### config.mk
export PLATFORM = sky130hd
export DESIGN_NAME = sauvola_block_binarizer_core_flat
export DESIGN_NICKNAME = d
export VERILOG_FILES = /design/src/rtl/sbb_pkg.sv /design/src/rtl/sbb_if.sv /design/src/rtl/sbb_front.sv /design/src/rtl/sbb_desc_fifo.sv /design/src/rtl/sbb_back.sv /design/src/rtl/sauvola_block_binarizer_core.sv /design/src/flat_wrapper.sv
export SDC_FILE = /design/constraint.sdc
export NUM_CORES = 2
export LEC_CHECK = 0
export ABC_CLOCK_PERIOD_IN_PS = 14600
export BUFFER_PORTS_ARGS = -buffer_cell sky130_fd_sc_hd__buf_4
export CAP_MARGIN = 20
export CORE_MARGIN = 3
export CORE_UTILIZATION = 25
export CTS_CLUSTER_DIAMETER = 60
export CTS_CLUSTER_SIZE = 40
export DETAILED_ROUTE_END_ITERATION = 8
export PLACE_DENSITY = 0.42
export SYNTH_ARGS = -nofsm -noshare
export SYNTH_HDL_FRONTEND = slang
export SYNTH_SLANG_ARGS = --single-unit
export TNS_END_PERCENT = 10
### constraint.sdc
create_clock -name clk -period 14.6 [get_ports clk]
set_clock_uncertainty 0.05 [all_clocks]
set_input_delay 4.38 -clock clk [delete_from_list [all_inputs] [get_ports clk]]
set_output_delay 4.38 -clock clk [all_outputs]
set_load 0.05 [all_outputs]
### src/rtl/sbb_pkg.sv
// Package for the Sauvola tile binarizer: sizes, codes and shared structs.
// No dependencies; every other rtl file refers to it by scoped names.
package sbb_pkg;

  localparam int TILE_SIDE = 8;
  localparam int TILE_CAP  = TILE_SIDE * TILE_SIDE;
  localparam int CNT_W     = 7;   // pixel count, holds TILE_CAP
  localparam int IDX_W     = 6;   // index into one bank
  localparam int ADDR_W    = IDX_W + 1;   // bank bit + index
  localparam int PIX_W     = 8;
  localparam int SUM_W     = 14;
  localparam int SQS_W     = 22;
  localparam int K_W       = 9;
  localparam int R_W       = 8;
  localparam int NQ_W      = CNT_W + SQS_W;   // n*Q
  localparam int SS_W      = 2 * SUM_W;       // S*S
  localparam int D_W       = 30;              // even width for the root
  localparam int ROOT_W    = D_W / 2;
  localparam int RREM_W    = ROOT_W + 2;
  localparam int NR_W      = CNT_W + R_W;     // n*R
  localparam int NN_W      = 2 * CNT_W;       // n*n
  localparam int P_W       = 25;
  localparam int KR_W      = K_W + ROOT_W;
  localparam int KNR_W     = K_W + NR_W;
  localparam int NNR_W     = NN_W + R_W;
  localparam int PROD_W    = SUM_W + P_W;     // dividend width
  localparam int STEP_W    = 6;               // holds PROD_W

  // configuration register indexes
  localparam logic REG_K_GAIN = 1'b0;
  localparam logic REG_RANGE  = 1'b1;

  typedef struct packed {
    logic [CNT_W-1:0] n;
    logic [SUM_W-1:0] sum;
    logic [SQS_W-1:0] sqs;
    logic             bank;
  } desc_t;

  typedef struct packed {
    logic              en;
    logic [ADDR_W-1:0] addr;
    logic [PIX_W-1:0]  data;
  } wr_t;

endpackage

### src/rtl/sbb_if.sv
// Handshake interfaces for the pixel input and the binary result output.
// Depends on sbb_pkg.
interface sbb_pix_if;
  logic                     valid;
  logic                     ready;
  logic [sbb_pkg::PIX_W-1:0] intensity;
  logic                     tile_end;
  modport source (output valid, output intensity, output tile_end, input ready);
  modport sink   (input valid, input intensity, input tile_end, output ready);
endinterface

interface sbb_res_if;
  logic valid;
  logic ready;
  logic is_white;
  logic last_out;
  modport source (output valid, output is_white, output last_out, input ready);
  modport sink   (input valid, input is_white, input last_out, output ready);
endinterface

### src/rtl/sbb_front.sv
// Front end: accepts pixel words, writes them to the tile store, accumulates
// sum / sum of squares / count and hands a tile descriptor on. Uses sbb_pkg.
module sbb_front (
  input  logic           clk,
  input  logic           rst,
  sbb_pix_if.sink        pix,
  output sbb_pkg::desc_t desc,
  output logic           push,
  input  logic           desc_ready,
  input  logic           tile_done,
  output sbb_pkg::wr_t   wr
);

  logic [sbb_pkg::CNT_W-1:0] cnt;
  logic [sbb_pkg::SUM_W-1:0] sum;
  logic [sbb_pkg::SQS_W-1:0] sqs;
  logic                      bank;
  logic [1:0]                in_use;   // banks holding a tile not yet emitted
  logic                      accept;
  logic                      last_pix;
  logic [sbb_pkg::CNT_W-1:0] cnt_next;
  logic [sbb_pkg::SUM_W-1:0] sum_next;
  logic [sbb_pkg::SQS_W-1:0] sqs_next;
  logic [2*sbb_pkg::PIX_W-1:0] pix_sq;

  assign pix.ready = (in_use != 2'd2) && desc_ready;
  assign accept    = pix.valid && pix.ready;

  assign pix_sq   = pix.intensity * pix.intensity;
  assign cnt_next = cnt + 1'b1;
  assign sum_next = sum + sbb_pkg::SUM_W'(pix.intensity);
  assign sqs_next = sqs + sbb_pkg::SQS_W'(pix_sq);
  assign last_pix = pix.tile_end || (cnt_next == sbb_pkg::CNT_W'(sbb_pkg::TILE_CAP));
  assign push     = accept && last_pix;

  // descriptor of the tile that closes with this word
  assign desc.n    = cnt_next;
  assign desc.sum  = sum_next;
  assign desc.sqs  = sqs_next;
  assign desc.bank = bank;

  // store write
  assign wr.en   = accept;
  assign wr.addr = {bank, cnt[sbb_pkg::IDX_W-1:0]};
  assign wr.data = pix.intensity;

  always_ff @(posedge clk) begin
    if (rst) begin
      cnt    <= '0;
      sum    <= '0;
      sqs    <= '0;
      bank   <= 1'b0;
      in_use <= 2'd0;
    end else begin
      if (accept) begin
        if (last_pix) begin
          cnt  <= '0;
          sum  <= '0;
          sqs  <= '0;
          bank <= ~bank;
        end else begin
          cnt <= cnt_next;
          sum <= sum_next;
          sqs <= sqs_next;
        end
      end
      in_use <= in_use + {1'b0, push} - {1'b0, tile_done};
    end
  end

endmodule

### src/rtl/sbb_desc_fifo.sv
// Two-entry queue of tile descriptors between front and back end.
// Uses sbb_pkg::desc_t.
module sbb_desc_fifo (
  input  logic           clk,
  input  logic           rst,
  input  logic           push,
  input  sbb_pkg::desc_t din,
  output logic           not_full,
  input  logic           pop,
  output sbb_pkg::desc_t dout,
  output logic           not_empty
);

  sbb_pkg::desc_t slots [2];
  logic           wptr;
  logic           rptr;
  logic [1:0]     count;

  assign not_full  = (count != 2'd2);
  assign not_empty = (count != 2'd0);
  assign dout      = slots[rptr];

  always_ff @(posedge clk) begin
    if (push) begin
      slots[wptr] <= din;
    end
  end

  always_ff @(posedge clk) begin
    if (rst) begin
      wptr  <= 1'b0;
      rptr  <= 1'b0;
      count <= 2'd0;
    end else begin
      if (push) wptr <= ~wptr;
      if (pop)  rptr <= ~rptr;
      count <= count + {1'b0, push} - {1'b0, pop};
    end
  end

  a_no_overflow: assert property (@(posedge clk) disable iff (rst)
    push |-> (not_full || pop)) else $error("descriptor queue overflow");
  a_no_underflow: assert property (@(posedge clk) disable iff (rst)
    pop |-> not_empty) else $error("descriptor queue underflow");
  a_count_range: assert property (@(posedge clk) disable iff (rst)
    count != 2'd3) else $error("descriptor queue count out of range");

endmodule

### src/rtl/sbb_back.sv
// Back end: tile store, threshold sequencer (root and divide one step per
// cycle) and pixel emission. Uses sbb_pkg and sbb_res_if.
module sbb_back (
  input  logic                      clk,
  input  logic                      rst,
  input  sbb_pkg::wr_t              wr,
  input  sbb_pkg::desc_t            desc,
  input  logic                      desc_valid,
  output logic                      pop,
  input  logic [sbb_pkg::K_W-1:0]   k_gain,
  input  logic [sbb_pkg::R_W-1:0]   range_eff,
  output logic                      tile_done,
  sbb_res_if.source                 res
);

  localparam logic [3:0] S_IDLE = 4'd0;
  localparam logic [3:0] S_MUL1 = 4'd1;
  localparam logic [3:0] S_DIFF = 4'd2;
  localparam logic [3:0] S_SQRT = 4'd3;
  localparam logic [3:0] S_MUL2 = 4'd4;
  localparam logic [3:0] S_SUB  = 4'd5;
  localparam logic [3:0] S_MUL3 = 4'd6;
  localparam logic [3:0] S_DIV  = 4'd7;
  localparam logic [3:0] S_RD   = 4'd8;
  localparam logic [3:0] S_OUT  = 4'd9;

  logic [3:0] state;

  // tile store, two banks
  logic [sbb_pkg::PIX_W-1:0]  mem [2**sbb_pkg::ADDR_W];
  logic [sbb_pkg::PIX_W-1:0]  rdata;
  logic [sbb_pkg::ADDR_W-1:0] raddr;

  sbb_pkg::desc_t             cur;
  logic [sbb_pkg::NQ_W-1:0]   nq;
  logic [sbb_pkg::SS_W-1:0]   ss;
  logic [sbb_pkg::NR_W-1:0]   nr;
  logic [sbb_pkg::NN_W-1:0]   nn;
  logic [sbb_pkg::D_W-1:0]    rx;
  logic [sbb_pkg::RREM_W-1:0] rrem;
  logic [sbb_pkg::ROOT_W-1:0] root;
  logic [sbb_pkg::STEP_W-1:0] step;
  logic [sbb_pkg::KR_W-1:0]   kr;
  logic [sbb_pkg::KNR_W-1:0]  knr;
  logic [sbb_pkg::NNR_W-1:0]  nnr;
  logic [sbb_pkg::NR_W+7:0]   n256r;
  logic [sbb_pkg::P_W-1:0]    pm;
  logic                       all_white;
  logic [sbb_pkg::PROD_W-1:0] dvd;
  logic [sbb_pkg::PROD_W-1:0] quo;
  logic [sbb_pkg::NNR_W-1:0]  drem;
  logic [sbb_pkg::IDX_W-1:0]  idx;

  logic [sbb_pkg::RREM_W+1:0] r_sh;
  logic [sbb_pkg::RREM_W+1:0] r_trial;
  logic [sbb_pkg::NNR_W:0]    d_sh;
  logic [sbb_pkg::P_W-1:0]    p_sum;
  logic [sbb_pkg::PROD_W-1:0] pix_q8;
  logic                       is_last;

  // store: write from the front, registered read here
  always_ff @(posedge clk) begin
    if (wr.en) begin
      mem[wr.addr] <= wr.data;
    end
    if (state == S_RD) begin
      rdata <= mem[raddr];
    end
  end

  assign raddr = {cur.bank, idx};

  // one digit of the square root
  assign r_sh    = {rrem, rx[sbb_pkg::D_W-1 -: 2]};
  assign r_trial = {2'b00, root, 2'b01};
  // one bit of the division
  assign d_sh    = {drem, dvd[sbb_pkg::PROD_W-1]};
  // P = 256*n*R + k*r
  assign p_sum   = sbb_pkg::P_W'(n256r) + sbb_pkg::P_W'(kr);

  assign pix_q8  = sbb_pkg::PROD_W'({rdata, 8'h00});
  assign is_last = ({1'b0, idx} + 1'b1) == cur.n;

  assign pop          = (state == S_IDLE) && desc_valid;
  assign res.valid    = (state == S_OUT);
  assign res.is_white = all_white || (pix_q8 > quo);
  assign res.last_out = is_last;
  assign tile_done    = (state == S_OUT) && res.ready && is_last;

  always_ff @(posedge clk) begin
    if (rst) begin
      state <= S_IDLE;
      step  <= '0;
      idx   <= '0;
    end else begin
      unique case (state)
        S_IDLE: begin
          if (desc_valid) begin
            cur   <= desc;
            state <= S_MUL1;
          end
        end
        // products of the count with the sums, the range and itself, and the sum squared
        S_MUL1: begin
          nq    <= cur.n * cur.sqs;
          ss    <= cur.sum * cur.sum;
          nr    <= cur.n * range_eff;
          nn    <= cur.n * cur.n;
          state <= S_DIFF;
        end
        // variance numerator, clamped at zero
        S_DIFF: begin
          rx    <= (sbb_pkg::SS_W'(nq) > ss || nq[sbb_pkg::NQ_W-1])
                   ? sbb_pkg::D_W'(nq - sbb_pkg::NQ_W'(ss)) : '0;
          rrem  <= '0;
          root  <= '0;
          step  <= '0;
          state <= S_SQRT;
        end
        // restoring square root, two bits a cycle
        S_SQRT: begin
          rx <= rx << 2;
          if (r_sh >= r_trial) begin
            rrem <= sbb_pkg::RREM_W'(r_sh - r_trial);
            root <= {root[sbb_pkg::ROOT_W-2:0], 1'b1};
          end else begin
            rrem <= sbb_pkg::RREM_W'(r_sh);
            root <= {root[sbb_pkg::ROOT_W-2:0], 1'b0};
          end
          step <= step + 1'b1;
          if (step == sbb_pkg::STEP_W'(sbb_pkg::ROOT_W - 1)) state <= S_MUL2;
        end
        S_MUL2: begin
          kr    <= k_gain * root;
          knr   <= k_gain * nr;
          nnr   <= nn * range_eff;
          n256r <= {nr, 8'h00};
          state <= S_SUB;
        end
        // negative threshold makes the whole tile white
        S_SUB: begin
          all_white <= p_sum < sbb_pkg::P_W'(knr);
          pm        <= p_sum - sbb_pkg::P_W'(knr);
          state     <= S_MUL3;
        end
        S_MUL3: begin
          dvd   <= cur.sum * pm;
          quo   <= '0;
          drem  <= '0;
          step  <= '0;
          state <= S_DIV;
        end
        // restoring divide S*(P-M) / (n*n*R), one bit a cycle
        S_DIV: begin
          dvd <= dvd << 1;
          if (d_sh >= {1'b0, nnr}) begin
            drem <= sbb_pkg::NNR_W'(d_sh - {1'b0, nnr});
            quo  <= {quo[sbb_pkg::PROD_W-2:0], 1'b1};
          end else begin
            drem <= sbb_pkg::NNR_W'(d_sh);
            quo  <= {quo[sbb_pkg::PROD_W-2:0], 1'b0};
          end
          step <= step + 1'b1;
          if (step == sbb_pkg::STEP_W'(sbb_pkg::PROD_W - 1)) begin
            idx   <= '0;
            state <= S_RD;
          end
        end
        S_RD: begin
          state <= S_OUT;
        end
        // hold the result word until taken
        S_OUT: begin
          if (res.ready) begin
            if (is_last) begin
              state <= S_IDLE;
            end else begin
              idx   <= idx + 1'b1;
              state <= S_RD;
            end
          end
        end
        default: state <= S_IDLE;
      endcase
    end
  end

  a_pop_idle: assert property (@(posedge clk) disable iff (rst)
    pop |=> (state == S_MUL1)) else $error("descriptor taken outside idle");
  a_root_done: assert property (@(posedge clk) disable iff (rst)
    (state == S_SQRT) && (step == sbb_pkg::STEP_W'(sbb_pkg::ROOT_W - 1)) |=> (state == S_MUL2))
    else $error("square root did not finish on count");
  a_idx_bound: assert property (@(posedge clk) disable iff (rst)
    (state == S_OUT) |-> ({1'b0, idx} < cur.n)) else $error("emit index past tile");

endmodule

### src/rtl/sauvola_block_binarizer_core.sv
// Top level of the Sauvola tile binarizer: config registers, front end,
// descriptor queue and back end. Depends on sbb_pkg, sbb_if and submodules.
//
//  port      dir  handshake      payload
//  in_pix    in   valid/ready    intensity[7:0], tile_end
//  out_res   out  valid/ready    is_white, last_out
//  cfg_*     in   cfg_we         cfg_index (0 k_gain_q8, 1 dynamic_range), cfg_data[8:0]
//
// Loading accepts one pixel per cycle unless input is stalled. At tile end the
// back end computes the threshold (15-step root, 39-step divide) and then
// emits each pixel by a store read and an output hold until taken. Two store
// banks let the next tile load while the previous one is emitted; input stalls
// only when both banks hold tiles. Reset is synchronous on rst; no clearing pass.
module sauvola_block_binarizer_core (
  input  logic                    clk,
  input  logic                    rst,
  input  logic                    cfg_we,
  input  logic                    cfg_index,
  input  logic [sbb_pkg::K_W-1:0] cfg_data,
  sbb_pix_if.sink                 in_pix,
  sbb_res_if.source               out_res
);

  logic [sbb_pkg::K_W-1:0] k_gain_q8;
  logic [sbb_pkg::R_W-1:0] dynamic_range;
  logic [sbb_pkg::R_W-1:0] range_eff;

  sbb_pkg::desc_t f_desc;
  sbb_pkg::desc_t q_desc;
  sbb_pkg::wr_t   wr;
  logic           push;
  logic           q_not_full;
  logic           q_not_empty;
  logic           pop;
  logic           tile_done;

  // configuration registers
  always_ff @(posedge clk) begin
    if (rst) begin
      k_gain_q8     <= sbb_pkg::K_W'(128);
      dynamic_range <= sbb_pkg::R_W'(128);
    end else if (cfg_we) begin
      unique case (cfg_index)
        sbb_pkg::REG_K_GAIN: k_gain_q8     <= cfg_data;
        sbb_pkg::REG_RANGE:  dynamic_range <= cfg_data[sbb_pkg::R_W-1:0];
        default: ;
      endcase
    end
  end

  // zero range counts as one
  assign range_eff = (dynamic_range == '0) ? sbb_pkg::R_W'(1) : dynamic_range;

  sbb_front u_front (
    .clk        (clk),
    .rst        (rst),
    .pix        (in_pix),
    .desc       (f_desc),
    .push       (push),
    .desc_ready (q_not_full),
    .tile_done  (tile_done),
    .wr         (wr)
  );

  sbb_desc_fifo u_fifo (
    .clk       (clk),
    .rst       (rst),
    .push      (push),
    .din       (f_desc),
    .not_full  (q_not_full),
    .pop       (pop),
    .dout      (q_desc),
    .not_empty (q_not_empty)
  );

  sbb_back u_back (
    .clk        (clk),
    .rst        (rst),
    .wr         (wr),
    .desc       (q_desc),
    .desc_valid (q_not_empty),
    .pop        (pop),
    .k_gain     (k_gain_q8),
    .range_eff  (range_eff),
    .tile_done  (tile_done),
    .res        (out_res)
  );

endmodule

### src/flat_wrapper.sv
// flat-port wrapper written by rule: the top's interface ports become plain ports
module sauvola_block_binarizer_core_flat 
  (clk, rst, cfg_we, cfg_index, cfg_data, in_pix_valid, in_pix_intensity, in_pix_tile_end, in_pix_ready, out_res_valid, out_res_is_white, out_res_last_out, out_res_ready);
  sbb_pix_if in_pix_i ();
  sbb_res_if out_res_i ();
  input  logic clk;
  input  logic rst;
  input  logic cfg_we;
  input  logic cfg_index;
  input  logic [sbb_pkg::K_W-1:0] cfg_data;
  input wire logic [$bits(in_pix_i.valid)-1:0] in_pix_valid;
  input wire logic [$bits(in_pix_i.intensity)-1:0] in_pix_intensity;
  input wire logic [$bits(in_pix_i.tile_end)-1:0] in_pix_tile_end;
  output wire logic [$bits(in_pix_i.ready)-1:0] in_pix_ready;
  output wire logic [$bits(out_res_i.valid)-1:0] out_res_valid;
  output wire logic [$bits(out_res_i.is_white)-1:0] out_res_is_white;
  output wire logic [$bits(out_res_i.last_out)-1:0] out_res_last_out;
  input wire logic [$bits(out_res_i.ready)-1:0] out_res_ready;
  assign in_pix_i.valid = in_pix_valid;
  assign in_pix_i.intensity = in_pix_intensity;
  assign in_pix_i.tile_end = in_pix_tile_end;
  assign in_pix_ready = in_pix_i.ready;
  assign out_res_valid = out_res_i.valid;
  assign out_res_is_white = out_res_i.is_white;
  assign out_res_last_out = out_res_i.last_out;
  assign out_res_i.ready = out_res_ready;
  sauvola_block_binarizer_core u_core (.clk(clk), .rst(rst), .cfg_we(cfg_we), .cfg_index(cfg_index), .cfg_data(cfg_data), .in_pix(in_pix_i), .out_res(out_res_i));
endmodule
# [After elaboration in Yosys (flattened, before gate mapping)]
# Memory sizes are Yosys's and may differ from the RTL's. A register that Yosys moved wholly into a read port is not among the register bits.
# Cells that the tools add are included.
[totals] input_bits=24 ramBits=1112 n_memories=2 ff_bits=442 out_inout_bits=4
[mem_list] memory="u_core.u_back.mem" depth=128 width=8 read_ports=1 rd_ports_with_merged_regs=1 wr=1 line_no="sbb_back.sv:30" rtl="logic [sbb_pkg::PIX_W-1:0] mem [2**sbb_pkg::ADDR_W];"
[mem_list] memory="u_core.u_fifo.slots" depth=2 width=44 read_ports=1 rd_ports_with_merged_regs=1 wr=1 line_no="sbb_desc_fifo.sv:14" rtl="sbb_pkg::desc_t slots [2];"
[classes] n_eq_ne=20 mul=9 mux=30 n_reduce_logical=29 bitwise_logic=5 n_lt_le_gt_ge=5 n_addsub=15
[ops] cell="$pmux 39 s2" count=2
[ops] cell="$pmux 30 s2" count=1
[ops] cell="$mul 9x15->24" count=2
[ops] cell="$mux 22" count=2
[ops] cell="$pmux 22 s2" count=1
[ops] cell="$pmux 4 s10" count=1
[ops] cell="$gt 16x39->1" count=1
[ops] cell="$mul 14x25->39" count=1
[ops] cell="$pmux 17 s2" count=1
[ops] cell="$mux 30" count=1
[ops] cell="$pmux 15 s2" count=1
[ops] cell="$sub 29x28->30" count=1
[ops] cell="$mul 7x22->29" count=1
[ops] cell="$gt 28x28->1" count=1
[ops] cell="$mul 14x14->28" count=1
[ops] cell="$add 23x24->25" count=1
[ops] cell="$lt 25x24->1" count=1
[ops] cell="$sub 25x24->25" count=1
[ops] cell="$pmux 6 s2" count=2
[ops] cell="$ge 23x22->1" count=1
[ops] cell="$add 22x16->22" count=1
[ops] cell="$mul 14x8->22" count=1
[ops] cell="$sub 22x22->22" count=1
[ops] cell="$mux 4" count=5
[ops] cell="37 further kinds" count=81

# [Depth between registers and ports, before layout]
[depth] depth_word=6 mapped_depth=25

# [Cells and area by module]
# From an unflattened synthesis, not the netlist that was laid out.
[unflattened] hier_cells=8242 hier_area_um2=104331.3
[by_module_without_submodules] module="sbb_back" cells_per_inst=7426 area_each_um2=95197.6 instances=1
[by_module_without_submodules] module="sbb_front" cells_per_inst=572 area_each_um2=4875.9 instances=1
[by_module_without_submodules] module="sbb_desc_fifo" cells_per_inst=158 area_each_um2=3595.9 instances=1
[by_module_without_submodules] module="sauvola_block_binarizer_core" cells_per_inst=86 area_each_um2=661.9 instances=1

# [Worst setup path before layout]
# No wires, ideal clock.
[synth_path] path_kind="in2reg" start="in rst" end="reg u_core.u_back.drem[0] (netlist bit) (enable)" arrival_time_ns=12.050 setup_ns=0.702 cell_stages=3 path_slack_ns=1.798 cell_sequence="clkbuf_1 -> clkbuf_1 -> nor3b_1"
[synth_between] elab_chain_len=2
[synth_rtl] item="start: declaration" line_no="flat_wrapper.sv:7" rtl="input logic rst;"
[synth_rtl] item="$not 1->1 (no source line)"
[synth_rtl] item="$reduce_and 2->1 (no source line)"
[synth_rtl] item="end signal: assignment" line_no="sbb_back.sv:157" rtl="drem <= sbb_pkg::NNR_W'(d_sh - {1'b0, nnr});"
[synth_rtl] item="end signal: assignment" line_no="sbb_back.sv:160" rtl="drem <= sbb_pkg::NNR_W'(d_sh);"
[synth_rtl] item="end: declaration" line_no="sbb_back.sv:51" rtl="logic [sbb_pkg::NNR_W-1:0] drem;"
# Every way passes these cells.
# A chain may end at the register's enable or synchronous reset.

==> results.md <==
- Ranked by total cell area, the synthesized netlist is headed by sky130_fd_sc_hd__edfxtp_1, sky130_fd_sc_hd__fa_1, sky130_fd_sc_hd__mux4_2.
- Of the cells placed in the final design, the portion with a size suffix greater than 1 is 0.106.
- The CTS tree is built.
- The number of antenna diodes in the final layout is 0.
- After synthesis the netlist holds a flip-flop and latch count of 1,604.
- Leaving out fill and tap cells, the most frequent cells in the layout are sky130_fd_sc_hd__edfxtp_1, sky130_fd_sc_hd__inv_1, sky130_fd_sc_hd__nand2_1.
- The number of distinct library cells after synthesis is 82.
- The number of routed nets with antenna violations is 0.
- At the end of the flow the core is filled with cells to 0.283.
- The initial utilization of the core area, before any placement, comes to 0.252.
- The mean area per synthesized cell is 12.6 um2.
- The via count of the first global-routing pass was 66.7k.
- The share of the clock period used by the worst path is 0.637.
- After clock tree synthesis, the clock-pin slew on the worst setup and hold paths is 0.06 ns.
- In this run, synthesis inferred 1,521 flip-flops with an integrated enable.
- The final setup violation count is 0.
- The floorplan has 235 rows.
- The category of the critical setup timing path is input pin to flop.
- The final count of pins violating max slew came to 0.
- In this run the worst path has a maximum fanout of 76.
- The most used flip-flop cell after synthesis is sky130_fd_sc_hd__edfxtp_1.
- By instance count, the cell type seen most on the critical path is sky130_fd_sc_hd__fa_1.
- The count of input and output buffers is 27.
- The die covers 0.422 mm2.
- The total design power is 25.8 mW.
- The cell at the slowest stage of the critical path is sky130_fd_sc_hd__buf_4.
- The leakage power of the design is 45.0 nW.
- The time the worst path needs with I/O delays and setup is 9.31 ns.
- The final worst setup slack is 5.29 ns.
- The detailed router finished its first iteration with 3,485 violations.
- For this run the aggregate overflow at the end of global routing stands at 0.
- The per-cell routed wire length is 18.8 um.
- 28 I/O pins were placed.
- The number of antenna violations at the first check in global routing was 12.
- Routability-driven placement finished with a final weighted congestion of 0.765.
- Setup repair after global routing left no endpoint under its margin.
- The largest single stage delay on the critical path is 0.74 ns.
- The maximum clock insertion buffer count is 4.
- The power per cell area is 221 mW/mm2.
- For this run, the total global-route usage over all layers was measured as 0.122.
- The largest net degree at the start of global routing is 118.
- From synthesis to final layout, the design area changed by 12.4%.
- The kind of start point of the critical path is an input pin.
- The synthesized area is 0.104 mm2.
- The number of clock sinks is 1,604.
- The number of buffer and inverter stages on the critical path is 4.
- The endpoint arrival time on the critical path is 9.82 ns.
- The synthesized netlist cell count is 8,249.
- The library cell used most frequently in the layout, excluding fill and tap cells, is sky130_fd_sc_hd__edfxtp_1.
- Setup total negative slack on the finished layout was measured at 0 ns.
- The final number of hold-violating endpoints is 0.
- The number of nets in the layout is 9,642.
- After detailed routing, the total wire length is 259 mm.
- The global-route wire length before repair is 406 mm.
- The filler cell count is 41.8k.
- The H-tree was split into 4 levels.
- The clock tree root driver cell is sky130_fd_sc_hd__clkbuf_16.
- For the worst-skew pair, the clock arrives at the later sink with an insertion delay of 0.85 ns.
- Traced cell by cell, the critical path runs through buf_4, buf_4, and2_1, inv_1, fa_1, inv_1, fa_1, fa_1, fa_1, ha_1, nor3_1, o21ai_0, a31oi_1, nor2_1, a2bb2oi_1, nand3b_1, xnor2_1.
- The critical path data required time is 15.11 ns.
- The sequential area share after synthesis is 0.457.
- The number of buffers created by CTS is 178.
- The die is 650 um wide.
- For this run, design rule violations remaining after detail routing come to 0.
- Max-cap violations in this run came to 0.
- The post-cts sizing count is 0.
- The flow ran to the end, and the final reports show no timing, DRC or antenna violations.
- Headroom to the max-slew limit came out at 0.244.
- The core region area is 0.411 mm2.
- The die outline height is 650 um.
- Counting flops with an async set or reset pin after synthesis yields a share of 0.
- For the pin with the worst max-slew slack, the measured transition is 1.13 ns.
- The worst IR drop on VDD is 0.316 mV.
- The share of synthesized area in the top cell type comes to 0.441.
- STA classifies the critical path endpoint as a flop.
- Dividing the detail-routed via count by the number of cells gives 4.44.
- Of all cell types, the one taking the most synthesized area is sky130_fd_sc_hd__edfxtp_1.
- The number of buffers inserted by hold repair at cts is 0.
- Post-CTS timing repair inserted 0 buffers for setup.
- The worst hold-check path type is flop to flop.
- Before antenna repair, the detailed router went through 6 iterations.
- The worst slack at placement is 4.29 ns.
- The maximum clock rate is 107 MHz.
- For this run, the number of Yosys warnings is 0.
- The detailed-placement wirelength estimate is 180 mm.
- The total number of vias is 61.3k.
- The worst-case hold slack is 0.408 ns.
- Grouping stages by cell kind, the critical path spends the most delay in adder cells.
where the power goes:
group	internal (mW)	switching (mW)	leakage, nW
clock	2.64	2.20	3.07
combinational	6.18	8.48	27.3
sequential	6.10	0.199	14.6
total	14.9	10.9	45.0
cells in the mapped netlist, types with 13 or more instances:
| cell type | number |
|---|---|
| sky130_fd_sc_hd__a211oi_1 | 22 |
| sky130_fd_sc_hd__a21o_1 | 110 |
| sky130_fd_sc_hd__a21oi_1 | 312 |
| sky130_fd_sc_hd__a22oi_1 | 15 |
| sky130_fd_sc_hd__a31oi_1 | 28 |
| sky130_fd_sc_hd__and2_1 | 513 |
| sky130_fd_sc_hd__and3_1 | 30 |
| sky130_fd_sc_hd__buf_1 | 28 |
| sky130_fd_sc_hd__buf_2 | 31 |
| sky130_fd_sc_hd__clkbuf_1 | 290 |
| sky130_fd_sc_hd__dfxtp_1 | 83 |
| sky130_fd_sc_hd__edfxtp_1 | 1521 |
| sky130_fd_sc_hd__fa_1 | 828 |
| sky130_fd_sc_hd__ha_1 | 593 |
| sky130_fd_sc_hd__inv_1 | 1105 |
| sky130_fd_sc_hd__mux2_2 | 55 |
| sky130_fd_sc_hd__mux2i_1 | 18 |
| sky130_fd_sc_hd__mux4_2 | 336 |
| sky130_fd_sc_hd__nand2_1 | 849 |
| sky130_fd_sc_hd__nand2b_1 | 30 |
| sky130_fd_sc_hd__nand3_1 | 88 |
| sky130_fd_sc_hd__nand4_1 | 26 |
| sky130_fd_sc_hd__nor2_1 | 437 |
| sky130_fd_sc_hd__nor2b_1 | 52 |
| sky130_fd_sc_hd__nor3_1 | 66 |
| sky130_fd_sc_hd__nor4_1 | 13 |
| sky130_fd_sc_hd__o21a_1 | 34 |
| sky130_fd_sc_hd__o21ai_0 | 159 |
| sky130_fd_sc_hd__o21bai_1 | 40 |
| sky130_fd_sc_hd__or2_2 | 16 |
| sky130_fd_sc_hd__or3_1 | 28 |
| sky130_fd_sc_hd__xnor2_1 | 190 |
| sky130_fd_sc_hd__xor2_1 | 106 |
final cells by class:
class                      instances  area (um2)  share of cell area
multi-input combinational       5189       50900               0.437
clock inverter                   137        1760              0.0151
sequential                      1604       47400               0.406
inverter                        1105        4150              0.0356
timing repair buffer             119         963             0.00827
clock buffer                     194        4600              0.0395
tap                             5451        6820              0.0585
sequential cells by signal, indices dropped and copies added (netlist names), 9 cells and up:
name	cells
u_core.u_back.mem	1024
u_core.u_fifo.slots	88
u_core.u_back.cur	44
u_core.u_back.dvd	39
u_core.u_back.quo	39
u_core.u_back.rx	30
u_core.u_back.nq	29
u_core.u_back.ss	27
u_core.u_back.pm	25
u_core.u_back.knr	24
u_core.u_back.kr	24
u_core.u_back.drem	22
u_core.u_back.nnr	22
u_core.u_front.sqs	22
u_core.u_back.rrem	17
u_core.u_back.n256r	15
u_core.u_back.nr	15
u_core.u_back.root	15
u_core.u_front.sum	14
u_core.u_back.nn	13
u_core.k_gain_q8	9
per-layer routing:
metal	vias up	GRT usage	routed length, um
met1	31900	0.164	118000
met4	2	0.0246	4930
met5	-	0	10
met3	302	0.0148	8470
li1	28200	-	-
met2	831	0.212	127000
per-stage QoR:
stage,area (um2),instances
floorplan,104000,8251
global route,117000,13800
CTS,116000,13800
detailed placement,110000,13500
finish,117000,13800
global placement,110000,13500
final timing paths:
check                                                       from                                   end  slack (ns)  cells after the start
worst max-delay path                         in_pix_intensity[1]  u_core.u_fifo.slots[1][21]$_DFFE_PP_        5.29                     17
worst min-delay path            u_core.k_gain_q8[8]$_SDFFE_PP0P_      u_core.k_gain_q8[8]$_SDFFE_PP0P_        0.41                      2
worst max register to register   u_core.u_back.cur[27]$_DFFE_PP_       u_core.u_back.dvd[37]$_DFFE_PP_        7.13                     22
worst min register to register  u_core.k_gain_q8[8]$_SDFFE_PP0P_      u_core.k_gain_q8[8]$_SDFFE_PP0P_        0.41                      2
cell families after synthesis:
logic type | synth area share
AND/OR/NAND/NOR | 0.100
flip-flops | 0.457
buffers and inverters | 0.0534
adder cells (fa/ha/maj) | 0.231
AO/OA/AOI/OAI | 0.0524
multiplexers | 0.0807
XOR/XNOR | 0.0250
other | 0.0000724
worst min-delay path, stage by stage (launching register included):
cell	delay (ns)
sky130_fd_sc_hd__dfxtp_1	0.31
sky130_fd_sc_hd__nand2_1	0.05
sky130_fd_sc_hd__a21oi_1	0.05
(Power assumes the default switching activity.)
